<file path="src/sv/tgarle_pkg.sv">
`timescale 1ns / 1ps
`default_nettype none
// ----------------------------------------------------------------------------
// tgarle_pkg
// Shared types, constants and helpers for the tga run-length pixel decoder.
// ----------------------------------------------------------------------------
package tgarle_pkg;

    localparam int unsigned CFG_AW = 4;

    typedef enum logic [1:0] {
        REG_BYTES_PER_PIXEL  = 2'd0,
        REG_RUN_LENGTH_CODED = 2'd1,
        REG_KEEP_ALPHA       = 2'd2
    } t_reg_idx;

    localparam logic [2:0] SIZE_MIN  = 3'd2;
    localparam logic [2:0] SIZE_RGB  = 3'd3;
    localparam logic [2:0] SIZE_MAX  = 3'd4;
    localparam logic [6:0] HDR_COUNT_MASK = 7'h7f;

    // assembled source pixel travelling from front to back
    typedef struct packed {
        logic [3:0][7:0] bytes;
        logic [2:0]      size;
        logic [7:0]      repeat_count;
    } t_pix_word;

    function automatic logic [7:0] widen5(input logic [4:0] c);
        widen5 = {c, c[4:2]};
    endfunction

endpackage
`default_nettype wire

</file>
<file path="src/sv/tgarle_front.sv">
`timescale 1ns / 1ps
`default_nettype none
// ----------------------------------------------------------------------------
// tgarle_front
// Accepts data bytes, tracks packet headers and assembles source pixels.
// ----------------------------------------------------------------------------
module tgarle_front import tgarle_pkg::*; (
    input  wire logic        i_clk,
    input  wire logic        i_rst_n,
    input  wire logic [2:0]  i_bytes_per_pixel,
    input  wire logic        i_run_length_coded,
    input  wire logic        i_accept,
    input  wire logic [7:0]  i_data_byte,
    input  wire logic        i_image_start,
    output logic             o_push,
    output t_pix_word        o_word
);

    logic [7:0]      r_remaining, n_remaining;
    logic            r_is_run, n_is_run;
    logic [1:0]      r_bip, n_bip;
    logic [7:0]      r_bytes [4];

    logic [7:0] rem_eff;
    logic       run_eff;
    logic [1:0] bip_eff;
    logic [2:0] size;
    logic       header;
    logic       done;

    always_comb begin
        if (i_bytes_per_pixel < SIZE_MIN) begin
            size = SIZE_MIN;
        end else if (i_bytes_per_pixel > SIZE_MAX) begin
            size = SIZE_MAX;
        end else begin
            size = i_bytes_per_pixel;
        end
    end

    always_comb begin
        rem_eff = i_image_start ? 8'd0 : r_remaining;
        run_eff = i_image_start ? 1'b0 : r_is_run;
        bip_eff = i_image_start ? 2'd0 : r_bip;
        header  = i_run_length_coded && (rem_eff == 8'd0);
        done    = ({1'b0, bip_eff} + 3'd1) >= size;

        n_remaining = rem_eff;
        n_is_run    = run_eff;
        n_bip       = bip_eff;
        o_push      = 1'b0;
        o_word.size = size;
        o_word.repeat_count = 8'd1;
        for (int k = 0; k < 4; k++) begin
            o_word.bytes[k] = (2'(k) == bip_eff) ? i_data_byte : r_bytes[k];
        end

        if (header) begin
            n_remaining = {1'b0, i_data_byte[6:0] & HDR_COUNT_MASK} + 8'd1;
            n_is_run    = i_data_byte[7];
            n_bip       = 2'd0;
        end else if (!done) begin
            n_bip = bip_eff + 2'd1;
        end else begin
            n_bip  = 2'd0;
            o_push = i_accept;
            if (i_run_length_coded) begin
                if (run_eff) begin
                    o_word.repeat_count = rem_eff;
                    n_remaining = 8'd0;
                end else begin
                    n_remaining = rem_eff - 8'd1;
                end
            end
        end
    end

    always_ff @(posedge i_clk) begin
        if (!i_rst_n) begin
            r_remaining <= 8'd0;
            r_is_run    <= 1'b0;
            r_bip       <= 2'd0;
        end else if (i_accept) begin
            r_remaining <= n_remaining;
            r_is_run    <= n_is_run;
            r_bip       <= n_bip;
        end
    end

    always_ff @(posedge i_clk) begin
        if (i_accept && !header) begin
            r_bytes[bip_eff] <= i_data_byte;
        end
    end

endmodule
`default_nettype wire

</file>
<file path="src/sv/tgarle_queue.sv">
`timescale 1ns / 1ps
`default_nettype none
// ----------------------------------------------------------------------------
// tgarle_queue
// Two-word queue between pixel assembly and pixel conversion.
// ----------------------------------------------------------------------------
module tgarle_queue import tgarle_pkg::*; (
    input  wire logic       i_clk,
    input  wire logic       i_rst_n,
    input  wire logic       i_push,
    input  wire t_pix_word  i_word,
    output logic            o_full,
    input  wire logic       i_pop,
    output logic            o_valid,
    output t_pix_word       o_word
);

    localparam int unsigned DEPTH = 2;
    localparam int unsigned PW    = $clog2(DEPTH);
    localparam int unsigned CW    = $clog2(DEPTH + 1);

    t_pix_word         r_mem [DEPTH];
    logic [PW-1:0]     r_wr;
    logic [PW-1:0]     r_rd;
    logic [CW-1:0]     r_cnt;

    assign o_full  = (r_cnt == CW'(DEPTH));
    assign o_valid = (r_cnt != '0);
    assign o_word  = r_mem[r_rd];

    always_ff @(posedge i_clk) begin
        if (!i_rst_n) begin
            r_wr  <= '0;
            r_rd  <= '0;
            r_cnt <= '0;
        end else begin
            if (i_push) begin
                r_wr <= (r_wr == PW'(DEPTH - 1)) ? '0 : r_wr + 1'b1;
            end
            if (i_pop) begin
                r_rd <= (r_rd == PW'(DEPTH - 1)) ? '0 : r_rd + 1'b1;
            end
            if (i_push && !i_pop) begin
                r_cnt <= r_cnt + 1'b1;
            end else if (!i_push && i_pop) begin
                r_cnt <= r_cnt - 1'b1;
            end
        end
    end

    always_ff @(posedge i_clk) begin
        if (i_push) begin
            r_mem[r_wr] <= i_word;
        end
    end

endmodule
`default_nettype wire

</file>
<file path="src/sv/tgarle_back.sv">
`timescale 1ns / 1ps
`default_nettype none
// ----------------------------------------------------------------------------
// tgarle_back
// Converts queued source pixels to rgb(a) and holds the output register.
// ----------------------------------------------------------------------------
module tgarle_back import tgarle_pkg::*; (
    input  wire logic       i_clk,
    input  wire logic       i_rst_n,
    input  wire logic       i_keep_alpha,
    input  wire logic       i_q_valid,
    input  wire t_pix_word  i_q_word,
    output logic            o_pop,
    output logic            o_valid,
    input  wire logic       i_stall,
    output logic [7:0]      o_red,
    output logic [7:0]      o_green,
    output logic [7:0]      o_blue,
    output logic [7:0]      o_alpha,
    output logic            o_has_alpha,
    output logic [7:0]      o_repeat_count
);

    logic        r_valid;
    logic [7:0]  r_red, r_green, r_blue, r_alpha, r_rep;
    logic        r_has_alpha;
    logic [7:0]  n_red, n_green, n_blue, n_alpha;
    logic        n_has_alpha;
    logic [15:0] v16;

    assign o_pop = i_q_valid && (!r_valid || !i_stall);
    assign v16   = {i_q_word.bytes[1], i_q_word.bytes[0]};

    always_comb begin
        n_alpha     = 8'd0;
        n_has_alpha = 1'b0;
        if (i_q_word.size == SIZE_MIN) begin
            n_red   = widen5(v16[14:10]);
            n_green = widen5(v16[9:5]);
            n_blue  = widen5(v16[4:0]);
            if (i_keep_alpha) begin
                n_has_alpha = 1'b1;
                n_alpha     = v16[15] ? 8'hff : 8'h00;
            end
        end else begin
            n_red   = i_q_word.bytes[2];
            n_green = i_q_word.bytes[1];
            n_blue  = i_q_word.bytes[0];
            if (i_q_word.size != SIZE_RGB) begin
                n_has_alpha = 1'b1;
                n_alpha     = i_q_word.bytes[3];
            end
        end
    end

    always_ff @(posedge i_clk) begin
        if (!i_rst_n) begin
            r_valid <= 1'b0;
        end else if (!r_valid || !i_stall) begin
            r_valid <= i_q_valid;
        end
    end

    always_ff @(posedge i_clk) begin
        if (o_pop) begin
            r_red       <= n_red;
            r_green     <= n_green;
            r_blue      <= n_blue;
            r_alpha     <= n_alpha;
            r_has_alpha <= n_has_alpha;
            r_rep       <= i_q_word.repeat_count;
        end
    end

    assign o_valid        = r_valid;
    assign o_red          = r_red;
    assign o_green        = r_green;
    assign o_blue         = r_blue;
    assign o_alpha        = r_alpha;
    assign o_has_alpha    = r_has_alpha;
    assign o_repeat_count = r_rep;

endmodule
`default_nettype wire

</file>
<file path="src/sv/tga_rle_pixel_decoder_core.sv">
`timescale 1ns / 1ps
`default_nettype none
// ----------------------------------------------------------------------------
// tga_rle_pixel_decoder_core
// Decodes the image data section of a tga file into rgb(a) pixel words.
// ----------------------------------------------------------------------------
// One data byte is taken every clock while the pixel queue has room; the
// packet counter and pixel assembly update per byte, so the byte rate is
// one per clock unless the queue is full. A completed pixel enters a
// two-word queue, then the output register; the output side can stall on
// its own until the queue fills. Registers must be written via the apb-style
// port only while no word is in flight; the block does not enforce this.
// ----------------------------------------------------------------------------
module tga_rle_pixel_decoder_core import tgarle_pkg::*; (
    input  wire logic              i_clk,
    input  wire logic              i_rst_n,
    input  wire logic              psel,
    input  wire logic              penable,
    input  wire logic              pwrite,
    input  wire logic [CFG_AW-1:0] paddr,
    input  wire logic [31:0]       pwdata,
    output logic [31:0]            prdata,
    output logic                   pready,
    input  wire logic              i_in_valid,
    output logic                   o_in_stall,
    input  wire logic [7:0]        i_data_byte,
    input  wire logic              i_image_start,
    output logic                   o_out_valid,
    input  wire logic              i_out_stall,
    output logic [7:0]             o_red,
    output logic [7:0]             o_green,
    output logic [7:0]             o_blue,
    output logic [7:0]             o_alpha,
    output logic                   o_has_alpha,
    output logic [7:0]             o_repeat_count
);

    logic [2:0] r_bytes_per_pixel;
    logic       r_run_length_coded;
    logic       r_keep_alpha;
    logic       cfg_wr;
    t_reg_idx   cfg_idx;

    logic       in_accept;
    logic       push;
    t_pix_word  push_word;
    logic       q_full;
    logic       q_valid;
    logic       pop;
    t_pix_word  q_word;

    assign pready  = 1'b1;
    assign cfg_wr  = psel && penable && pwrite && pready;
    assign cfg_idx = t_reg_idx'(paddr[3:2]);

    always_ff @(posedge i_clk) begin
        if (!i_rst_n) begin
            r_bytes_per_pixel  <= SIZE_RGB;
            r_run_length_coded <= 1'b1;
            r_keep_alpha       <= 1'b0;
        end else if (cfg_wr) begin
            case (cfg_idx)
                REG_BYTES_PER_PIXEL:  r_bytes_per_pixel  <= pwdata[2:0];
                REG_RUN_LENGTH_CODED: r_run_length_coded <= pwdata[0];
                REG_KEEP_ALPHA:       r_keep_alpha       <= pwdata[0];
                default: ;
            endcase
        end
    end

    always_comb begin
        case (cfg_idx)
            REG_BYTES_PER_PIXEL:  prdata = {29'd0, r_bytes_per_pixel};
            REG_RUN_LENGTH_CODED: prdata = {31'd0, r_run_length_coded};
            REG_KEEP_ALPHA:       prdata = {31'd0, r_keep_alpha};
            default:              prdata = 32'd0;
        endcase
    end

    assign o_in_stall = q_full;
    assign in_accept  = i_in_valid && !o_in_stall;

    tgarle_front u_front (
        .i_clk              (i_clk),
        .i_rst_n            (i_rst_n),
        .i_bytes_per_pixel  (r_bytes_per_pixel),
        .i_run_length_coded (r_run_length_coded),
        .i_accept           (in_accept),
        .i_data_byte        (i_data_byte),
        .i_image_start      (i_image_start),
        .o_push             (push),
        .o_word             (push_word)
    );

    tgarle_queue u_queue (
        .i_clk   (i_clk),
        .i_rst_n (i_rst_n),
        .i_push  (push),
        .i_word  (push_word),
        .o_full  (q_full),
        .i_pop   (pop),
        .o_valid (q_valid),
        .o_word  (q_word)
    );

    tgarle_back u_back (
        .i_clk          (i_clk),
        .i_rst_n        (i_rst_n),
        .i_keep_alpha   (r_keep_alpha),
        .i_q_valid      (q_valid),
        .i_q_word       (q_word),
        .o_pop          (pop),
        .o_valid        (o_out_valid),
        .i_stall        (i_out_stall),
        .o_red          (o_red),
        .o_green        (o_green),
        .o_blue         (o_blue),
        .o_alpha        (o_alpha),
        .o_has_alpha    (o_has_alpha),
        .o_repeat_count (o_repeat_count)
    );

endmodule
`default_nettype wire

</file>
<file path="config.mk">
export PLATFORM = sky130hd
export DESIGN_NAME = tga_rle_pixel_decoder_core
export DESIGN_NICKNAME = d
export VERILOG_FILES = /design/src/sv/tgarle_pkg.sv /design/src/sv/tgarle_front.sv /design/src/sv/tgarle_queue.sv /design/src/sv/tgarle_back.sv /design/src/sv/tga_rle_pixel_decoder_core.sv
export SDC_FILE = /design/constraint.sdc
export NUM_CORES = 1
export LEC_CHECK = 0
export BUFFER_PORTS_ARGS = -buffer_cell sky130_fd_sc_hd__buf_2
export CORE_UTILIZATION = 51
export DETAILED_ROUTE_END_ITERATION = 8
export GPL_ROUTABILITY_DRIVEN = 1
export PLACE_DENSITY_LB_ADDON = 0.12
export SLEW_MARGIN = 30
export SYNTH_ARGS = -nofsm -noshare
export SYNTH_HDL_FRONTEND = slang
export SYNTH_SLANG_ARGS = --single-unit
</file>
<file path="constraint.sdc">
create_clock -name i_clk -period 5.68 [get_ports i_clk]
set_clock_uncertainty 0.2 [all_clocks]
set_input_delay 0.284 -clock i_clk [delete_from_list [all_inputs] [get_ports i_clk]]
set_output_delay 0.284 -clock i_clk [all_outputs]
set_load 0.05 [all_outputs]
</file>
## Word level (Yosys, flattened, before mapping)

Memory sizes are Yosys's and may differ from the RTL's. A register that Yosys moved wholly into a read port is not among the register bits.
Index checks and enable logic that the tools add are counted.

- Logic and storage cells: 103
- Output and inout port bits: 76
- Memories kept: 2
- Bits in writable memories: 118
- Input bits: 52
- Register bits after elaboration: 62

Memory list:

| memory | words | width | rd ports | clocked after Yosys merged registers in | write ports | RTL line | RTL |
|---|---|---|---|---|---|---|---|
| u_queue.r_mem | 2 | 43 | 1 | 1 | 1 | tgarle_queue.sv:22 | `t_pix_word r_mem [DEPTH];` |
| u_front.r_bytes | 4 | 8 | 4 | 0 | 1 | tgarle_front.sv:22 | `logic [7:0] r_bytes [4];` |

- $add $sub $neg: 8
- Muxes and demuxes: 43
- Reductions and logical operators: 23
- Eq/ne operators: 8
- Magnitude comparators: 3

Operator list:

| operator | count |
|---|---|
| 8-bit 2-to-1 mux | 20 |
| 1-bit 2-to-1 mux | 15 |
| 2-bit 2-to-1 mux | 5 |
| 3-bit one-hot mux with 3 select lines | 1 |
| 7-bit by 1-bit adder with 8-bit output (second input constant) | 1 |
| 1-bit logical AND | 8 |
| 8-bit logical NOT | 1 |
| 8-bit by 1-bit subtractor with 8-bit output (second input constant) | 1 |
| 1-bit logical NOT | 6 |
| 3-bit 2-to-1 mux | 2 |
| 2-bit AND reduction | 3 |
| 2-bit by 1-bit adder with 2-bit output (second input constant) | 2 |
| 2-bit equality test (first input constant) | 2 |
| 2-bit equality test (second input constant) | 2 |
| 2-bit logical NOT | 2 |
| 2-bit nonzero test | 2 |
| 2-bit by 1-bit adder with 3-bit output (second input constant) | 1 |
| 3-bit by 2-bit equality test with 1-bit output (second input constant) | 1 |
| 3-bit >= comparator | 1 |
| 3-bit > comparator (second input constant) | 1 |
| 3-bit by 2-bit less-than comparator with 1-bit output (second input constant) | 1 |
| 3-bit by 2-bit inequality test with 1-bit output (second input constant) | 1 |
| 1-bit adder (second input constant) | 2 |
| 1-bit by 2-bit equality test with 1-bit output (first input constant) | 1 |
| 3 further kinds | 3 |

## Depth between registers and ports, before layout

Gate-level depths: netlist of the first run.

- Depth after elaboration: 10
- Mapped depth: 14
- Depth with buffers taken out: 11

## Hierarchy

From an unflattened synthesis of the first run, not the netlist that was laid out.

- Cell total of the unflattened synthesis: 536
- Area, all modules: 8136.6 um^2

By module, submodules not included:

| module | seq. area each (um^2) | times used | cells each | area an instance (um^2) |
|---|---|---|---|---|
| tgarle_queue | 2682.6 | 1 | 156 | 3323.2 |
| tgarle_front | 1181.1 | 1 | 224 | 2568.7 |
| tgarle_back | 1251.2 | 1 | 93 | 1720.4 |
| tga_rle_pixel_decoder_core | 100.1 | 1 | 63 | 524.3 |

## Worst setup path after synthesis of the first run

Ideal clock, no wire load.

- Path type: in2reg
- Start point: in i_image_start
- End point: mem u_queue.r_mem[0][0] (netlist name) (enable)
- Arrival time: 4.749 ns
- Setup slack: 0.232 ns
- Library setup time: 0.499 ns
- Stages: 10
- Cell sequence: buf_4 > buf_2 > buf_2 > nor2_1 > ha_1 > nand2_1 > o21a_1 > buf_2 > buf_2 > nor3_1

- Cells in the longest elaborated chain, start to end: 7
- Elaborated cells between the ends (all ways): 10

RTL lines:

| item | RTL line | RTL |
|---|---|---|
| from (decl) | tga_rle_pixel_decoder_core.sv:27 | `input wire logic i_image_start,` |
| 2-bit 2-to-1 mux | tgarle_front.sv:44 | `bip_eff = i_image_start ? 2'd0 : r_bip;` |
| 2-bit by 1-bit adder with 3-bit output | tgarle_front.sv:46 | `done = ({1'b0, bip_eff} + 3'd1) >= size;` |
| 3-bit >= comparator | tgarle_front.sv:46 |  |
| 1-bit 2-to-1 mux | tgarle_front.sv:62 | `end else if (!done) begin` |
| 1-bit 2-to-1 mux * | tgarle_front.sv:58 | `if (header) begin` |
| 1-bit 2-to-1 mux * | tgarle_queue.sv:52 | `if (i_push) begin` |
| 1-bit 2-to-1 mux (not written as such) * | tgarle_queue.sv:53 | `r_mem[r_wr] <= i_word;` |
| to (decl) | tgarle_queue.sv:22 |  |

Mark *: on every way between the ends. The rest lies on a longest branch, timed or not.

## Worst setup path in the final report of the first run

- Start point: reg u_front.r_bip[0]
- End point: reg u_queue.r_cnt[1]

- Cells in the longest elaborated chain, start to end: 8
- Elaborated cells between the ends (all ways): 10

RTL lines:

| item | RTL line | RTL |
|---|---|---|
| from (decl) | tgarle_front.sv:21 | `logic [1:0] r_bip, n_bip;` |
| from (signal assigned) | tgarle_front.sv:86 | `r_bip <= n_bip;` |
| 2-bit 2-to-1 mux * | tgarle_front.sv:44 |  |
| 2-bit by 1-bit adder with 3-bit output * | tgarle_front.sv:46 |  |
| 3-bit >= comparator * | tgarle_front.sv:46 |  |
| 1-bit 2-to-1 mux * | tgarle_front.sv:62 |  |
| 1-bit 2-to-1 mux * | tgarle_front.sv:58 |  |
| via push | tga_rle_pixel_decoder_core.sv:45 | `logic push;` |
| 1-bit logical NOT | tgarle_queue.sv:45 | `end else if (!i_push && i_pop) begin` |
| 1-bit logical AND | tgarle_queue.sv:45 |  |
| 2-bit nonzero test (no line) | - |  |
| to (signal assigned) | tgarle_queue.sv:44 | `r_cnt <= r_cnt + 1'b1;` |
| to (signal assigned) | tgarle_queue.sv:46 | `r_cnt <= r_cnt - 1'b1;` |
| to (decl) | tgarle_queue.sv:25 | `logic [CW-1:0] r_cnt;` |

The timed path passes the listed nets; every way through them passes the cells marked *.
A chain may end at the register's enable or synchronous reset.

==> impl_metrics.yaml, run 1 <==
placed_design:
  hpwl_mm: 9.090
  place_inst: 738
  port-buffer-count: 66
  place_congestion: 0.8202
yosys:
  synth_ff_type: "edfxtp_1"
  yosysWarnings: 0
  synthCells: 509
  ys_types: 57
  ys_ff_latch: 181
  syn_area_per_cell_um2: 15.65
  synth.cell_area_mm2: 0.007968
  async_flop_share_pct: 0
  synth-edff-count: 159
  seq_area_frac_synth_pct: 65.45
die:
  floorplan.initialDensity_pct: 52.41
  die_width_um: 127.0
  ios: 128
  dieArea_mm2: 0.01613
  core-area_mm2: 0.01520
  die_h_um: 127.0
  num_rows: 45
critical_path:
  cp_slowest_stage_delay_ns: 0.66
  required_ns: 5.82
  reg2reg_slack_ns: 2.09
  crit_type: "reg2reg"
  worstPathMaxFanout: 20
  worstPathArrival_ns: 3.73
  worst_path_max_delay_cell: "o21a_1"
  path_cells: "nor2b_1 -> nand2_1 -> inv_1 -> ha_1 -> a21oi_1 -> o21a_1 -> nor2_1 -> ha_1 -> or3_1 -> a21oi_1"
  cp-end-kind: "flip-flop"
  start_kind: "flip-flop"
finish:
  final_cell_mix: "159 x edfxtp_1, 66 x buf_2, 40 x mux2_2"
  multi_input_area_mm2: 0.002439
  fill_cells: 1164
  layout_commonest_cell: "edfxtp_1"
  area_delta_synth_final_pct: 11.43
  diodes: 0
  seqCellArea_mm2: 0.005216
  layout.nets: 634
  utilization_pct: 58.40
  drive_gt1_share_pct: 29.62
  stdcell_count: 772
drt:
  drc: 0
  drt-total-wl_mm: 14.10
  drt_iter0_markers: 339
  drt_pass1_iterations: 4
  ant_nets: 0
  wl_per_cell_um: 18.26
  vias: 4326
  via_per_inst: 5.604
sta:
  rsz0062_at_grt: "no"
  tightest_slew_ns: 0.8817
  period_share_pct: 63.20
  setup_tns_ns: 0
  fmax_ghz: 0.2786
  setup_viol: 0
  period_minus_slack_ns: 3.590
  relSlewSlack_pct: 41.10
  hold_viol: 0
  drv_slew: 0
clock_network:
  cts_tree: "built"
  insertion_delay_ns: 0.41
  root_buffer: "clkbuf_16"
  cts_buffers: 17
  cts.sinks: 181
  cts_buffer_depth: 2
  post_cts_buffers: 0
  cts_max_level: 4
  cts.reportedPaths.clkPinSlew_ns: 0.06
grt:
  grt_usage_pct: 18.75
  grt_start_max_net_pins: 44
  grt_pass1_vias: 4302
  grt_pass1_wl_mm: 22.62
  antenna_found_initial: 0
  overflow: 0
power:
  powerDensity_mw_per_mm2: 472.7
  ir_drop_uv: 316.8
  power_leakage_nw: 3.115
run:
  drv_cap: 0
outcome:
  status: "completed"
hold_path:
  holdCritPathClass: "in2reg"
-- worst max-delay path: cells and delay by family, from the launching register on --
family	cells	cell delay [ns]
adder cells (fa/ha/maj)	2	0.62
AO/OA/AOI/OAI	3	1.00
flip-flops	1	0.41
buffers and inverters	1	0.14
AND/OR/NAND/NOR	4	1.16
-- flip-flops by register name (all words and copies together) (netlist names), 2 cells and up, named ones only --
name	flops
u_front.r_bip	2
r_bytes_per_pixel	3
u_queue.r_cnt	2
u_front.r_bytes	32
u_back.o_red	8
u_back.o_blue	8
u_front.r_remaining	8
u_back.o_green	8
u_back.o_repeat_count	8
u_queue.r_mem	86
u_back.o_alpha	8
-- per-layer routing --
layer  track usage (%)  vias up  routed length [um]
met5                 0        -                   0
met2             30.41      123                6970
met3             4.397        7                 503
met1             25.04     2148                6534
li1                  -     2048                   -
met4             6.443        0                  90
-- stage by stage --
| step | cell area, um^2 | hold slack, ns | setup WS, ns | total power, mW |
|---|---|---|---|---|
| after floorplan | 8073 | 0.1829 | 0.2316 | 2.971 |
| after global placement | 8303 | 0.2674 | 1.680 | 3.193 |
| after detailed placement | 8304 | 0.2849 | 1.583 | 3.213 |
| after CTS | 8872 | 0.02165 | 1.880 | 4.237 |
| after global routing | 8879 | 0.01996 | 1.849 | 4.391 |
| final | 8879 | 0.04164 | 2.090 | 4.197 |
-- cell usage after synthesis (4+ instances only) --
| cell | instances | area, um^2 |
|---|---|---|
| buf_4 | 34 | 255.2 |
| nor3b_1 | 4 | 30.03 |
| and3_1 | 4 | 25.02 |
| xnor2_1 | 4 | 35.03 |
| mux2i_1 | 14 | 140.1 |
| clkbuf_1 | 9 | 33.78 |
| buf_2 | 13 | 65.06 |
| ha_1 | 6 | 75.07 |
| nor4_1 | 6 | 37.54 |
| nand2b_1 | 5 | 31.28 |
| dfxtp_1 | 22 | 440.4 |
| mux2_2 | 40 | 450.4 |
| nor2b_1 | 5 | 31.28 |
| a21oi_1 | 20 | 100.1 |
| xor2_1 | 5 | 43.79 |
| nor2_1 | 19 | 71.32 |
| o211ai_1 | 6 | 45.04 |
| and2_1 | 5 | 31.28 |
| inv_1 | 12 | 45.04 |
| mux4_2 | 24 | 540.5 |
| edfxtp_1 | 159 | 4775 |
| nand3_1 | 7 | 35.03 |
| nand2_1 | 17 | 63.81 |
| nor3_1 | 9 | 45.04 |
| o21ai_0 | 8 | 40.04 |
| o21bai_1 | 5 | 37.54 |
-- cells by family after synthesis --
kind of cell	after synthesis	synth area share, %
fa+ha+maj	6	0.9422
flops	181	65.45
xor+xnor	9	0.9893
simple gates	92	6.360
mux	78	14.20
buf+inv	71	5.433
other cells	2	0.09426
compound gates	70	6.533
-- worst paths after layout --
| path | start | depth (start not counted) | end |
|---|---|---|---|
| hold / removal | i_data_byte[7] | 1 | u_front.r_bytes[3][7] |
| setup / recovery | u_front.r_bip[0] | 10 | u_queue.r_cnt[1] |
| setup reg to reg | u_front.r_bip[0] | 10 | u_queue.r_cnt[1] |
| hold reg to reg | u_back.o_valid | 2 | u_back.o_valid |
-- where the power goes --
part,internal [mW],switching (mW)
Combinational,0.406,0.976
Sequential,1.71,0.0819
Clock,0.583,0.435
Total,2.70,1.49
-- cell type report --
class,instances,area share (%)
sequential,181,58.75
clock inverter,8,0.7328
timing repair buffer,79,5.017
tap,188,2.649
inverter,12,0.5073
multi-input combinational,285,27.47
clock buffer,19,4.876
-- repair_timing --
item / in CTS / in global routing
endpoints found under the hold margin: 6 / 0
endpoints found under the setup margin: 0 / 0
hold buffers: 7 / 0
resized for setup: 0 / 0
Note: power is estimated with default switching activity, not from simulation.
==> run 2: changes to the inputs <==
--- a/config.mk
+++ b/config.mk
@@ -6,7 +6,7 @@
 export NUM_CORES = 1
 export LEC_CHECK = 0
 export BUFFER_PORTS_ARGS = -buffer_cell sky130_fd_sc_hd__buf_2
-export CORE_UTILIZATION = 51
+export CORE_UTILIZATION = 57
 export DETAILED_ROUTE_END_ITERATION = 8
 export GPL_ROUTABILITY_DRIVEN = 1
 export PLACE_DENSITY_LB_ADDON = 0.12
==> constraint.sdc (replaced) <==
create_clock -name i_clk -period 3.48 [get_ports i_clk]
set_clock_uncertainty 0.2 [all_clocks]
set_input_delay 0.174 -clock i_clk [delete_from_list [all_inputs] [get_ports i_clk]]
set_output_delay 0.174 -clock i_clk [all_outputs]
set_load 0.05 [all_outputs]
==> run 2 against run 1 <==
Compared with the run above:
- register-to-register slack got worse by 1.4 ns
- first-iteration DRC count is 5.0% lower
- critical path depth decreased by 1
- sequential share of layout area is 1.6 points lower
- total power rose by 71%
- cell count increased by 1.3%
- largest cell class unchanged
==> impl_metrics.yaml, run 2 (synthesized netlist as in run 1, its figures left out) <==
outcome:
  status: "completed"
sta:
  hold_slack_ns: 0.06347
  worst_slack_ns: 0.7104
  fmax_ghz: 0.3611
  tightest_slew_ns: 0.9015
  period_minus_slack_ns: 2.770
  rsz0062_at_grt: "no"
  drv_slew: 0
  hold_viol: 0
  period_share_pct: 79.59
  setup_viol: 0
  relSlewSlack_pct: 39.77
finish:
  regMostFlops: "u_queue.r_mem"
  layout.nets: 652
  seqCellArea_mm2: 0.005216
  multi_input_area_mm2: 0.002439
  diodes: 0
  fill_cells: 967
  stdcell_count: 782
  area_delta_synth_final_pct: 14.48
  layout_commonest_cell: "edfxtp_1"
  utilization_pct: 67.80
  top_regs: "u_queue.r_mem x86, u_front.r_bytes x32"
  final_cell_mix: "159 x edfxtp_1, 66 x buf_2, 40 x mux2_2"
  drive_gt1_share_pct: 30.86
  largest_reg_flops: 86
clock_network:
  cts_max_level: 4
  post_cts_resized: 0
  cts_hold_buffers: 17
  root_buffer: "clkbuf_16"
  cts_buffers: 17
  cts_tree: "built"
  cts_buffer_depth: 2
  cts.sinks: 181
  post_cts_buffers: 0
  cts.reportedPaths.clkPinSlew_ns: 0.06
  insertion_delay_ns: 0.43
power:
  ir_drop_uv: 596.8
  power_leakage_nw: 3.233
  powerDensity_mw_per_mm2: 784.9
  power.total_mw: 7.159
grt:
  grt_pass1_vias: 4636
  grt_start_max_net_pins: 44
  grt_usage_pct: 23.04
  overflow: 0
  antenna_found_initial: 0
  grt_pass1_wl_mm: 24.38
die:
  die_h_um: 120.2
  num_rows: 42
  die_width_um: 120.2
  core-area_mm2: 0.01345
  floorplan.initialDensity_pct: 59.23
  dieArea_mm2: 0.01446
  ios: 128
drt:
  drt_iter0_markers: 322
  via_per_inst: 5.785
  drc: 0
  ant_nets: 0
  drt-total-wl_mm: 15.34
  vias: 4524
  drt_pass1_iterations: 5
  wl_per_cell_um: 19.61
critical_path:
  crit_top_cell: "nand2_1"
  start_kind: "flip-flop"
  reg2reg_slack_ns: 0.71
  cp_slowest_stage_delay_ns: 0.43
  cp-startpoint: "u_front.r_bip[0]"
  crit_type: "reg2reg"
  required_ns: 3.39
  rr_worst_depth: 9
  r2r_start: "u_front.r_bip[0]"
  crit_end: "u_queue.r_mem[0][35]"
  worstPathMaxFanout: 39
  worstReg2RegEnd: "u_queue.r_mem[0][35]"
  path_cells: "nor2b_1 -> nand2_1 -> inv_1 -> ha_1 -> nand2_1 -> o21a_1 -> buf_4 -> nor3_4 -> buf_12"
  worst_path_max_delay_cell: "dfxtp_1"
  cp-end-kind: "flip-flop"
  worstPathArrival_ns: 2.68
placed_design:
  port-buffer-count: 66
  place_ws_ns: 0.7174
  hpwl_mm: 9.804
  place_inst: 734
  place_congestion: 0.8704
run:
  drv_cap: 0
hold_path:
  holdCritPathClass: "in2reg"
  hold_start: "penable"
-- run 2: cell types whose count changed in the layout (fill, tap and decap cells not counted) --
| cell | delta |
|---|---|
| clkbuf_1 | -2 |
| bufinv_16 | +2 |
| clkinvlp_2 | -1 |
| buf_4 | +7 |
| clkinv_2 | +1 |
| clkinvlp_4 | +2 |
| buf_12 | +1 |
| inv_6 | +2 |
| dlygate4sd3_1 | +10 |
-- run 2: layout make-up --
cell class	instances	share of cell area [%]
inverter	12	0.4938
timing repair buffer	97	6.776
clock buffer	17	4.664
sequential	181	57.19
clock inverter	14	1.728
tap	176	2.414
multi-input combinational	285	26.74
-- run 2: layer usage --
layer	global-route usage [%]	part of all wire [%]	wire length [um]
met1	30.59	43	6561
met2	37.46	50	7708
met3	4.670	4.6	703
met4	9.336	2.4	364
met5	0	0	0
-- run 2: critical path: cells and delay by family (launching register included) --
family | cells | cell delay, ns
AOI/OAI and AO/OA | 1 | 0.19
adders and majority gates | 1 | 0.13
buffers and inverters | 3 | 0.57
DFF | 1 | 0.43
and+or+nand+nor | 4 | 0.88
-- run 2: worst min-delay path by stage --
| stage | endpoint | cells after the start |
|---|---|---|
| floorplan | u_front.r_bytes[0][0] | 0 |
| global placement | r_bytes_per_pixel[1] | 3 |
| detailed placement | r_bytes_per_pixel[1] | 3 |
| CTS | r_keep_alpha | 5 |
| global route | r_keep_alpha | 5 |
| finish | r_keep_alpha | 5 |
-- run 2: power by group --
group / switching (mW) / total, mW / leakage, nW / internal, mW
registers: 0.135 / 2.93 / 1.65 / 2.80
logic: 1.63 / 2.33 / 1.30 / 0.700
clock network: 0.780 / 1.90 / 0.282 / 1.12
-- run 2: stage by stage --
step           setup TNS [ns]  area, um^2
6_report                    0        9121
5_1_grt                     0        9121
4_1_cts                     0        9121
3_5_place_dp                0        8368
3_3_place_gp                0        8367
2_1_floorplan         -0.5640        8084
